`src/rtl/assert_macros.svh`:
```
// ----------------------------------------------------------------------------
// assert_macros.svh
// Concurrent assertion shorthands shared by the RTL.
// ----------------------------------------------------------------------------
`ifndef ASSERT_MACROS_SVH
`define ASSERT_MACROS_SVH

// same-cycle implication
`define BB_ASSERT_IMPL(lbl, clk, rst_n, ante, cons) \
    lbl: assert property (@(posedge clk) disable iff (!rst_n) (ante) |-> (cons)) \
        else $error("assertion failed");

// next-cycle implication
`define BB_ASSERT_NEXT(lbl, clk, rst_n, ante, cons) \
    lbl: assert property (@(posedge clk) disable iff (!rst_n) (ante) |=> (cons)) \
        else $error("assertion failed");

`endif

```
`src/rtl/bb_pkg.sv`:
```
// ----------------------------------------------------------------------------
// bb_pkg
// Shared constants and controller/datapath interface types of the box blur.
// ----------------------------------------------------------------------------
package bb_pkg;

    localparam int MAX_WIDTH_DEF = 1024;

    localparam int CFG_IDX_W  = 2;
    localparam int CFG_DATA_W = 12;

    localparam logic [CFG_IDX_W-1:0] REG_FRAME_WIDTH  = 2'd0;
    localparam logic [CFG_IDX_W-1:0] REG_FRAME_HEIGHT = 2'd1;

    localparam logic [10:0] FRAME_WIDTH_RST  = 11'd640;
    localparam logic [11:0] FRAME_HEIGHT_RST = 12'd480;

    localparam int PIX_W  = 24;
    localparam int QBITS  = 8;
    localparam int STEP_W = 3;

    typedef struct packed {
        logic capture;
        logic commit;
        logic div_step;
        logic load;
    } cmd_t;

    typedef struct packed {
        logic work;
        logic emit;
        logic div_last;
        logic out_free;
    } sts_t;

endpackage

```
`src/rtl/bb_ctrl.sv`:
```
// ----------------------------------------------------------------------------
// bb_ctrl
// Sequencer: capture, line read, window commit, divide, result load.
// ----------------------------------------------------------------------------
module bb_ctrl (
    input  logic         aclk,
    input  logic         aresetn,
    input  logic         s_valid,
    output logic         s_ready,
    input  bb_pkg::sts_t sts,
    output bb_pkg::cmd_t cmd
);
    import bb_pkg::*;

    localparam logic [2:0] ST_IDLE   = 3'd0;
    localparam logic [2:0] ST_READ   = 3'd1;
    localparam logic [2:0] ST_COMMIT = 3'd2;
    localparam logic [2:0] ST_DIV    = 3'd3;
    localparam logic [2:0] ST_LOAD   = 3'd4;

    logic [2:0] state_reg;
    logic [2:0] state_next;

    always_comb begin
        state_next = state_reg;
        cmd        = '0;
        s_ready    = 1'b0;
        unique case (state_reg)
            ST_IDLE: begin
                s_ready = 1'b1;
                if (s_valid && sts.work) begin
                    cmd.capture = 1'b1;
                    state_next  = ST_READ;
                end
            end
            ST_READ: begin
                state_next = ST_COMMIT;
            end
            ST_COMMIT: begin
                cmd.commit = 1'b1;
                state_next = sts.emit ? ST_DIV : ST_IDLE;
            end
            ST_DIV: begin
                cmd.div_step = 1'b1;
                if (sts.div_last) begin
                    state_next = ST_LOAD;
                end
            end
            ST_LOAD: begin
                if (sts.out_free) begin
                    cmd.load   = 1'b1;
                    state_next = ST_IDLE;
                end
            end
            default: begin
                state_next = ST_IDLE;
            end
        endcase
    end

    always_ff @(posedge aclk) begin
        if (!aresetn) begin
            state_reg <= ST_IDLE;
        end else begin
            state_reg <= state_next;
        end
    end

endmodule

```
`config.mk`:
```
export PLATFORM = sky130hd
export DESIGN_NAME = bb_ctrl
export DESIGN_NICKNAME = d
export VERILOG_FILES = /design/src/rtl/assert_macros.svh /design/src/rtl/bb_pkg.sv /design/src/rtl/bb_ctrl.sv
export SDC_FILE = /design/constraint.sdc
export NUM_CORES = 1
export LEC_CHECK = 0
export BUFFER_PORTS_ARGS = -buffer_cell sky130_fd_sc_hd__buf_4
export CELL_PAD_IN_SITES_DETAIL_PLACEMENT = 0
export CELL_PAD_IN_SITES_GLOBAL_PLACEMENT = 2
export CORE_AREA = 3 3 40 42
export DETAILED_ROUTE_END_ITERATION = 7
export DIE_AREA = 0 0 43 45
export PLACE_DENSITY = 0.54
export SETUP_SLACK_MARGIN = 0.02
export SYNTH_ARGS = -nofsm -noshare
export SYNTH_HDL_FRONTEND = slang
export SYNTH_SLANG_ARGS = --single-unit
```
`constraint.sdc`:
```
create_clock -name aclk -period 1.3 [get_ports aclk]
set_clock_uncertainty 0.2 [all_clocks]
set_input_delay 0.26 -clock aclk [delete_from_list [all_inputs] [get_ports aclk]]
set_output_delay 0.26 -clock aclk [all_outputs]
set_load 0.02 [all_outputs]
```
==> results of run 1 <==
==> power by group <==
| group | total, mW | switching, mW | leakage [nW] | internal, mW |
|---|---|---|---|---|
| Clock | 0.163 | 0.0477 | 0.0150 | 0.115 |
| Combinational | 0.112 | 0.0436 | 0.138 | 0.0687 |
| Sequential | 0.112 | 0.0133 | 0.0264 | 0.0992 |
==> stage by stage <==
stage               setup slack (ns)  setup TNS [ns]
finish                        -0.235           -1.02
global route                  -0.283           -1.30
CTS                           -0.245           -1.02
detailed placement           -0.0957          -0.140
global placement             -0.0936          -0.136
floorplan                     -0.137          -0.178
==> worst paths after layout <==
check                    start      endpoint  slack, ns  cells past startpoint
setup / recovery  state_reg[1]        cmd[0]      -0.24                      3
hold / removal          sts[1]  state_reg[1]       0.04                      2
setup reg to reg  state_reg[2]  state_reg[2]          0                      4
hold reg to reg   state_reg[0]  state_reg[0]       0.41                      2
==> routing by layer <==
| layer | track usage [%] | wire (microns) | share of wire (%) | up-vias |
|---|---|---|---|---|
| met4 | 5.42 | 0 | 0 | 0 |
| li1 | - | - | - | 111 |
| met3 | 1.99 | 65 | 11 | 0 |
| met2 | 10.2 | 269 | 47 | 11 |
| met1 | 7.69 | 241 | 42 | 105 |
| met5 | 0 | 0 | 0 | - |
==> final cells by class <==
cell class / count / area (sq um)
well taps: 15 / 18.8
clock buffers: 4 / 26.3
fillers: 147 / 880
flip-flops and latches: 3 / 68.8
multi-input cells: 14 / 138
repair buffers: 17 / 154
==> cell families after synthesis <==
group	synth area share [%]
AOI/OAI and AO/OA	20.3
DFF	37.5
and+or+nand+nor	42.2
==> worst register-to-register path, delay by kind of cell (launching register included) <==
kind            cells  cell delay, ns
compound gates      1            0.21
buf+inv             2            0.22
flops               1            0.32
simple gates        1            0.23
==> placed cells by master (no fill, tap or decap), drive strengths merged <==
cell type and count:
a21oi 1, a221oi 1, a311oi 1, a32o 1, and2 1, and3 1, and3b 1, buf 17
clkbuf 4, dfxtp 3, nand2b 2, nand3b 1, nor2b 1, nor3 1, nor3b 2
==> what timing repair did <==
item	in CTS	in global routing
hold buffers	0	0
endpoints found under the setup margin	5	7
buffers inserted	2	1
gates resized for setup	11	6
pin swaps	4	3
==> run summary, run 1 <==
layout cell share with drive strength beyond 1 - 76.3%
Max Clock Freq - 0.651 GHz
Worst Tran Pin Value - 0.219 ns
violation count after the first detailed-route iteration - 5
drt first pass iters - 4
vias in the first global route - 237
worst-path fanout max - 5
GRT Util Overall - 6.66%
Max-cap violations - 0
clock tree buffer depth - 2
DRC - 0
synth cell count leaders - 3 x dfxtp_1, 2 x nand2b_1, 2 x nor3b_1
Syn Inst Count - 17
post-route cell area - 405 sq um
synthesis-stage register bit count - 3
IO buf count - 11
RSZ-0062 raised after global routing - true
total number of vias - 227
GRT overflow - 0
H-tree depth - 1
Synth top area share - 37.5%
CP required - 0.84 ns
area leader, netlist - dfxtp_1
clock-pin slew on the worst setup and hold paths - 0.04 ns
post-synth cell types - 13
Min-Delay Path Class - in2reg
DP HPWL - 357 microns
Ys Warns - 0
DIE WIDTH - 43 microns
antenna cells - 0
main flop type after synthesis - dfxtp_1
first-pass GRT wire length - 924 microns
routed wire length - 576 microns
element type at the critical path start - flip-flop
Die ar. - 0.00194 sq mm
Cell Count, Final, Fillers Out - 53
CP delay by family, top - simple AND/OR/NAND/NOR gates
status - complete, but fails checks
failing checks - negative setup slack
core area - 0.00128 sq mm
Area contributors post-synth - dfxtp_1 38%, nor3b_1 9.4%, nand2b_1 7.8%
CP arrival - 1.08 ns
final clock period utilization by the worst path - 118%
Crit Path Category - reg2out
CP Cell Sequence - nor3b_4 > and2_4 > buf_6
Routed Antenna Nets - 0
root buf cell - clkbuf_4
I/O pin count - 12
overall power - 0.387 mW
fin worst setup slack - -0.235 ns
EDFF count, synth - 0
Placed Cells - 46
total CTS buffers - 3
Wirelength per Cell - 10.9 microns
Power Density - 956 mW/mm^2
Max VDD drop - 0.314 mV
antenna violations before repair - 0
Clock Latency Late Sink - 0.23 ns
Area growth syn-to-layout - 153%
height of the chip - 45 microns
most common cell in the netlist - dfxtp_1
largest net degree at the start of global routing - 6
Relative slew margins - 85.4%
Post-DP Area - 300 sq um
sequential area share after synthesis - 37.5%
synthesized area - 160 sq um
final hold vios - 0
Slowest-stage cell, CP - dfxtp_4
P_leak - 0.179 nW
TritonCTS clock tree - yes
minimum clock period - 1.54 ns
Initial Util - 12.5%
WP buf/inv - 1
Final Util - 31.5%
Setup-failing EPs final - 6
NumNets Final - 46
routability cong. - 0.651
Largest register FFs - 3
slowest stage delay, CP - 0.36 ns
Post-Synthesis Mean Instance Area - 9.42 sq um
critical path endpoint category - primary output
worst hold margin - 0.0421 ns
Synth async-reset ratio - 0%
Syn Nets - 24
clk sinks - 3
Pins Over Slew Limit - 0
via/cell ratio - 4.28
std cell rows - 13
Power figures use the tool's default switching activity.
==> run 2, diff against run 1 <==
Settings changed: PLACE_DENSITY 0.54 to unset, PLACE_DENSITY_LB_ADDON set to 0.1.
==> run 2 against run 1 <==
  * The run still ends with negative setup slack left
  * Register-to-register slack better by 0.08 ns
  * Worst hold slack better by 0.0033 ns
  * First-iteration DRC count is 100% lower
  * Fmax is 0.29% lower
  * Non-clock buffer count stayed put
  * Die area stayed put
  * Sequential cell count stayed put
  * Power is 1.7% lower
  * Critical path type unchanged
==> run summary, run 2 (same netlist as run 1, synthesis figures left out) <==
violation count after the first detailed-route iteration - 0 (-5)
layout cell share with drive strength beyond 1 - 71.1% (-5.3 points)
Power Density - 992 mW/mm^2 (+3.8%)
Relative slew margins - 86.0% (+0.62 points)
commonest non-fill, non-tap cell in the layout - buf_4
Multi-input gate area - 123 sq um (-11%)
H-tree depth - 1 (unchanged)
P_leak - 0.178 nW (-0.96%)
minimum clock period - 1.54 ns (+0.00452 ns)
Setup Fix Bufs, Post-CTS - 0 (-2)
clock tree buffer depth - 2 (unchanged)
clock-pin slew on the worst setup and hold paths - 0.04 ns (about the same)
vias in the first global route - 210 (-11%)
CP arrival - 1.08 ns (about the same)
element type at the critical path start - flip-flop
drt first pass iters - 1 (-3)
Setup TNS Final - -0.973 ns (+0.0512 ns)
commonest cells after routing, fill and taps aside - 11 x buf_4, 6 x buf_6, 3 x clkbuf_4
via/cell ratio - 3.91 (-8.8%)
DRC - 0 (unchanged)
DIE WIDTH - 43 microns (unchanged)
Slowest-stage cell, CP - dfxtp_2
worst-path fanout max - 3 (-2)
core area - 0.00128 sq mm (unchanged)
GRT Util Overall - 5.83% (-0.82 points)
total CTS buffers - 3 (unchanged)
Register Area - 66.3 sq um (-3.6%)
critical path endpoint category - primary output
NumNets Final - 46 (unchanged)
IO buf count - 11 (unchanged)
routability cong. - 0.679 (+4.3%)
Pins Over Slew Limit - 0 (unchanged)
largest net degree at the start of global routing - 7 (+1)
std cell rows - 13 (unchanged)
root buf cell - clkbuf_4
Routed Antenna Nets - 0 (unchanged)
Wirelength per Cell - 9.81 microns (-9.7%)
R2R cell count - 3 (-1)
status - complete, but fails checks
antenna cells - 0 (unchanged)
final hold vios - 0 (unchanged)
Min-Delay Path Class - in2reg
antenna violations before repair - 0 (unchanged)
Setup-failing EPs final - 5 (-1)
Die ar. - 0.00194 sq mm (unchanged)
RSZ-0062 raised after global routing - true
I/O pin count - 12 (unchanged)
CP required - 0.84 ns (about the same)
failing checks - negative setup slack
Area growth syn-to-layout - 140%
total number of vias - 207 (-8.8%)
Crit Path Category - reg2out
GRT overflow - 0 (unchanged)
fillers - 134 (-8.8%)
height of the chip - 45 microns (unchanged)
CP dominant cell by count - buf_6
CP Cell Sequence - buf_6 > nor3_4 > and3_1 > buf_6
Max Clock Freq - 0.649 GHz (-0.29%)
TritonCTS clock tree - yes
final clock period utilization by the worst path - 118% (+0.35 points)
FF-to-FF setup slack - 0.08 ns (+0.08 ns)
first-pass GRT wire length - 793 microns (-14%)
Largest register FFs - 3 (unchanged)
clk sinks - 3 (unchanged)
Worst Hold Path Cells - 2 (unchanged)
Clock Latency Late Sink - 0.23 ns (about the same)
Max VDD drop - 0.324 mV (+2.9%)
Worst Tran Pin Value - 0.209 ns (-0.00927 ns)
fin worst setup slack - -0.240 ns (-0.00452 ns)
Max-cap violations - 0 (unchanged)
slowest stage delay, CP - 0.32 ns (-0.04 ns)
overall power - 0.381 mW (-1.7%)
routed wire length - 520 microns (-9.7%)
Initial Util - 12.5% (unchanged)
[run 2: cell counts in the layout (fill, tap and decap cells not counted)]
No cell type changed its count.
[run 2: layer usage]
layer / vias up / wire length [microns] / global-route usage, %
met5: - / 0 / 0
met4: 0 / 0 / 7.23
met3: 0 / 20 / 1.20
met2: 4 / 297 / 8.98
met1: 94 / 202 / 6.04
li1: 109 / - / -
[run 2: layout make-up]
cell class | instances | share of cell area [%]
well taps | 15 | 4.89
flip-flops and latches | 3 | 17.3
multi-input cells | 14 | 31.9
clock buffers | 4 | 6.84
repair buffers | 17 | 39.1
[run 2: power breakdown]
| group | internal [mW] | switching (mW) |
|---|---|---|
| Clock | 0.115 | 0.0483 |
| Combinational | 0.0660 | 0.0400 |
| Sequential | 0.0999 | 0.0118 |
[run 2: worst paths after layout]
kind | start | to
hold reg to reg | state_reg[0] | state_reg[0]
setup / recovery | state_reg[2] | cmd[3]
hold / removal | sts[1] | state_reg[1]
setup reg to reg | state_reg[2] | state_reg[2]
[run 2: what timing repair did]
action / 4_1_cts / 5_1_grt
setup endpoints to repair: 5 / 5
hold buffers: 0 / 0
pin swaps: 3 / 3
gates resized for setup: 10 / 2
[run 2: worst max-delay path, delay by kind of cell, from the launching register on]
kind	cells	cell delay, ns
flops	1	0.32
simple gates	2	0.29
buf+inv	2	0.24
[run 2: stage by stage]
step                cells  setup WS [ns]  cell area [sq um]  utilization (%)  hold slack, ns
floorplan              17         -0.137                176                -           0.178
global placement       49        -0.0876                323             25.1           0.292
detailed placement     49        -0.0712                323             25.1           0.296
CTS                    53         -0.255                379             29.5          0.0401
global route           53         -0.302                384             29.9          0.0513
finish                 53         -0.240                384             29.9          0.0455
==> run 3, diff against run 2 <==
Settings changed: CORE_AREA 3 3 40 42 to 2 2 39 41, DIE_AREA 0 0 43 45 to 0 0 41 43.
==> run 3 against run 2 <==
  * The run still ends with negative setup slack left
  * Non-clock buffer count increased by 2
  * Die area decreased by 8.9%
  * Critical path type unchanged
  * Highest routed layer is now met4
  * Combinational power increased by 8%
  * Clock power increased by 5%
  * Worst setup slack improved by 0.00058 ns
==> run summary, run 3 (same netlist as run 1, synthesis figures left out) <==
minimum clock period - 1.54 ns (-0.000582 ns)
CP required - 0.84 ns (about the same)
metal2 WL - 273 microns (-8.1%)
Wirelength per Cell - 10.2 microns (+4.1%)
Setup Fix Bufs, Post-CTS - 0 (unchanged)
final hold vios - 0 (unchanged)
P_leak - 0.190 nW (+6.8%)
first-pass GRT wire length - 966 microns (+22%)
Pins Over Slew Limit - 0 (unchanged)
Initial Util - 11.6% (-0.89 points)
cts hold-fix bufs - 0 (unchanged)
NumNets Final - 48 (+4.3%)
total CTS buffers - 3 (unchanged)
Die ar. - 0.00176 sq mm (-8.9%)
total number of vias - 227 (+9.7%)
Max Clock Freq - 0.650 GHz (about the same)
Place WS - -0.0707 ns (+0.000512 ns)
core area - 0.00138 sq mm (+7.7%)
largest net degree at the start of global routing - 7 (unchanged)
routed wl met3 - 41 microns (+110%)
DIE WIDTH - 41 microns (-4.7%)
clock-pin slew on the worst setup and hold paths - 0.04 ns (about the same)
CP arrival - 1.08 ns (about the same)
Crit Path Category - reg2out
TritonCTS clock tree - yes
DR top layer - met4
antenna cells - 0 (unchanged)
Area growth syn-to-layout - 155%
Relative slew margins - 84.2% (-1.9 points)
GRT Util Overall - 8.63% (+2.8 points)
status - complete, but fails checks
DP HPWL - 415 microns
element type at the critical path start - flip-flop
Min-Delay Path Class - in2reg
Max VDD drop - 0.516 mV (+59%)
height of the chip - 43 microns (-4.4%)
root buf cell - clkbuf_4
Metal-1 WL - 243 microns (+20%)
RSZ-0062 raised after global routing - true
std cell rows - 14 (+1)
Power Density - 970 mW/mm^2 (-2.2%)
layout cell share with drive strength beyond 1 - 75.0% (+3.9 points)
I/O pin count - 12 (unchanged)
via/cell ratio - 4.05 (+3.8%)
antenna violations before repair - 0 (unchanged)
Largest register FFs - 3 (unchanged)
routability cong. - 0.670 (-1.3%)
final clock period utilization by the worst path - 118% (about the same)
clock tree buffer depth - 2 (unchanged)
routed wire length - 572 microns (+10%)
vias in the first global route - 234 (+11%)
drt first pass iters - 2 (+1)
Worst Tran Pin Value - 0.237 ns (+0.0281 ns)
failing checks - negative setup slack
Routed Antenna Nets - 0 (unchanged)
violation count after the first detailed-route iteration - 12 (+12)
clk sinks - 3 (unchanged)
GRT overflow - 0 (unchanged)
H-tree depth - 1 (unchanged)
DRC - 0 (unchanged)
commonest cells after routing, fill and taps aside - 13 x buf_4, 6 x buf_6, 3 x clkbuf_4
fin worst setup slack - -0.239 ns (+0.000582 ns)
Clock Latency Late Sink - 0.24 ns (about the same)
commonest non-fill, non-tap cell in the layout - buf_4
Max-cap violations - 0 (unchanged)
overall power - 0.397 mW (+4.2%)
worst-path fanout max - 3 (unchanged)
Final Util - 29.6% (-0.33 points)
IO buf count - 11 (unchanged)
critical path endpoint category - primary output
Setup-failing EPs final - 5 (unchanged)
-- run 3: path summary, 6_finish.rpt --
kind	startpoint	endpoint	slack, ns	cells after the start
setup / recovery	state_reg[2]	cmd[3]	-0.24	4
hold / removal	sts[1]	state_reg[1]	0.04	2
setup reg to reg	state_reg[2]	state_reg[2]	0.08	3
hold reg to reg	state_reg[0]	state_reg[0]	0.41	2
-- run 3: area by class of cell --
class | count | area, sq um
fillers | 149 | 975
repair buffers | 19 | 165
multi-input cells | 14 | 129
flip-flops and latches | 3 | 68.8
clock buffers | 4 | 26.3
well taps | 16 | 20.0
-- run 3: power by group --
| part | leakage (nW) | switching (mW) | internal (mW) |
|---|---|---|---|
| clock network | 0.0150 | 0.0553 | 0.116 |
| registers | 0.0264 | 0.0132 | 0.0991 |
| logic | 0.148 | 0.0435 | 0.0703 |
-- run 3: per-stage QoR --
| stage | std cells | cell area (sq um) | TNS [ns] | hold WS (ns) |
|---|---|---|---|---|
| finish | 56 | 409 | -1.02 | 0.0353 |
| global route | 56 | 409 | -1.30 | 0.0488 |
| CTS | 56 | 390 | -1.09 | 0.0294 |
| detailed placement | 52 | 339 | -0.104 | 0.287 |
| global placement | 52 | 339 | -0.0807 | 0.290 |
| floorplan | 17 | 176 | -0.178 | 0.178 |
-- run 3: timing repair --
| item | CTS | global route |
|---|---|---|
| resized for setup | 9 | 5 |
| pin swaps | 1 | 3 |
| setup endpoints to repair | 5 | 6 |
-- run 3: worst max-delay path, cell delays in order (launching register included) --
cell	delay (ns)
dfxtp_2	0.32
buf_6	0.12
nor3_4	0.10
and3_1	0.18
buf_6	0.12
-- run 3: metal layers --
metal / vias up / track usage [%]
li1: 113 / -
met1: 103 / 11.2
met2: 9 / 10.3
met3: 2 / 3.14
met4: 0 / 8.00
met5: - / 0
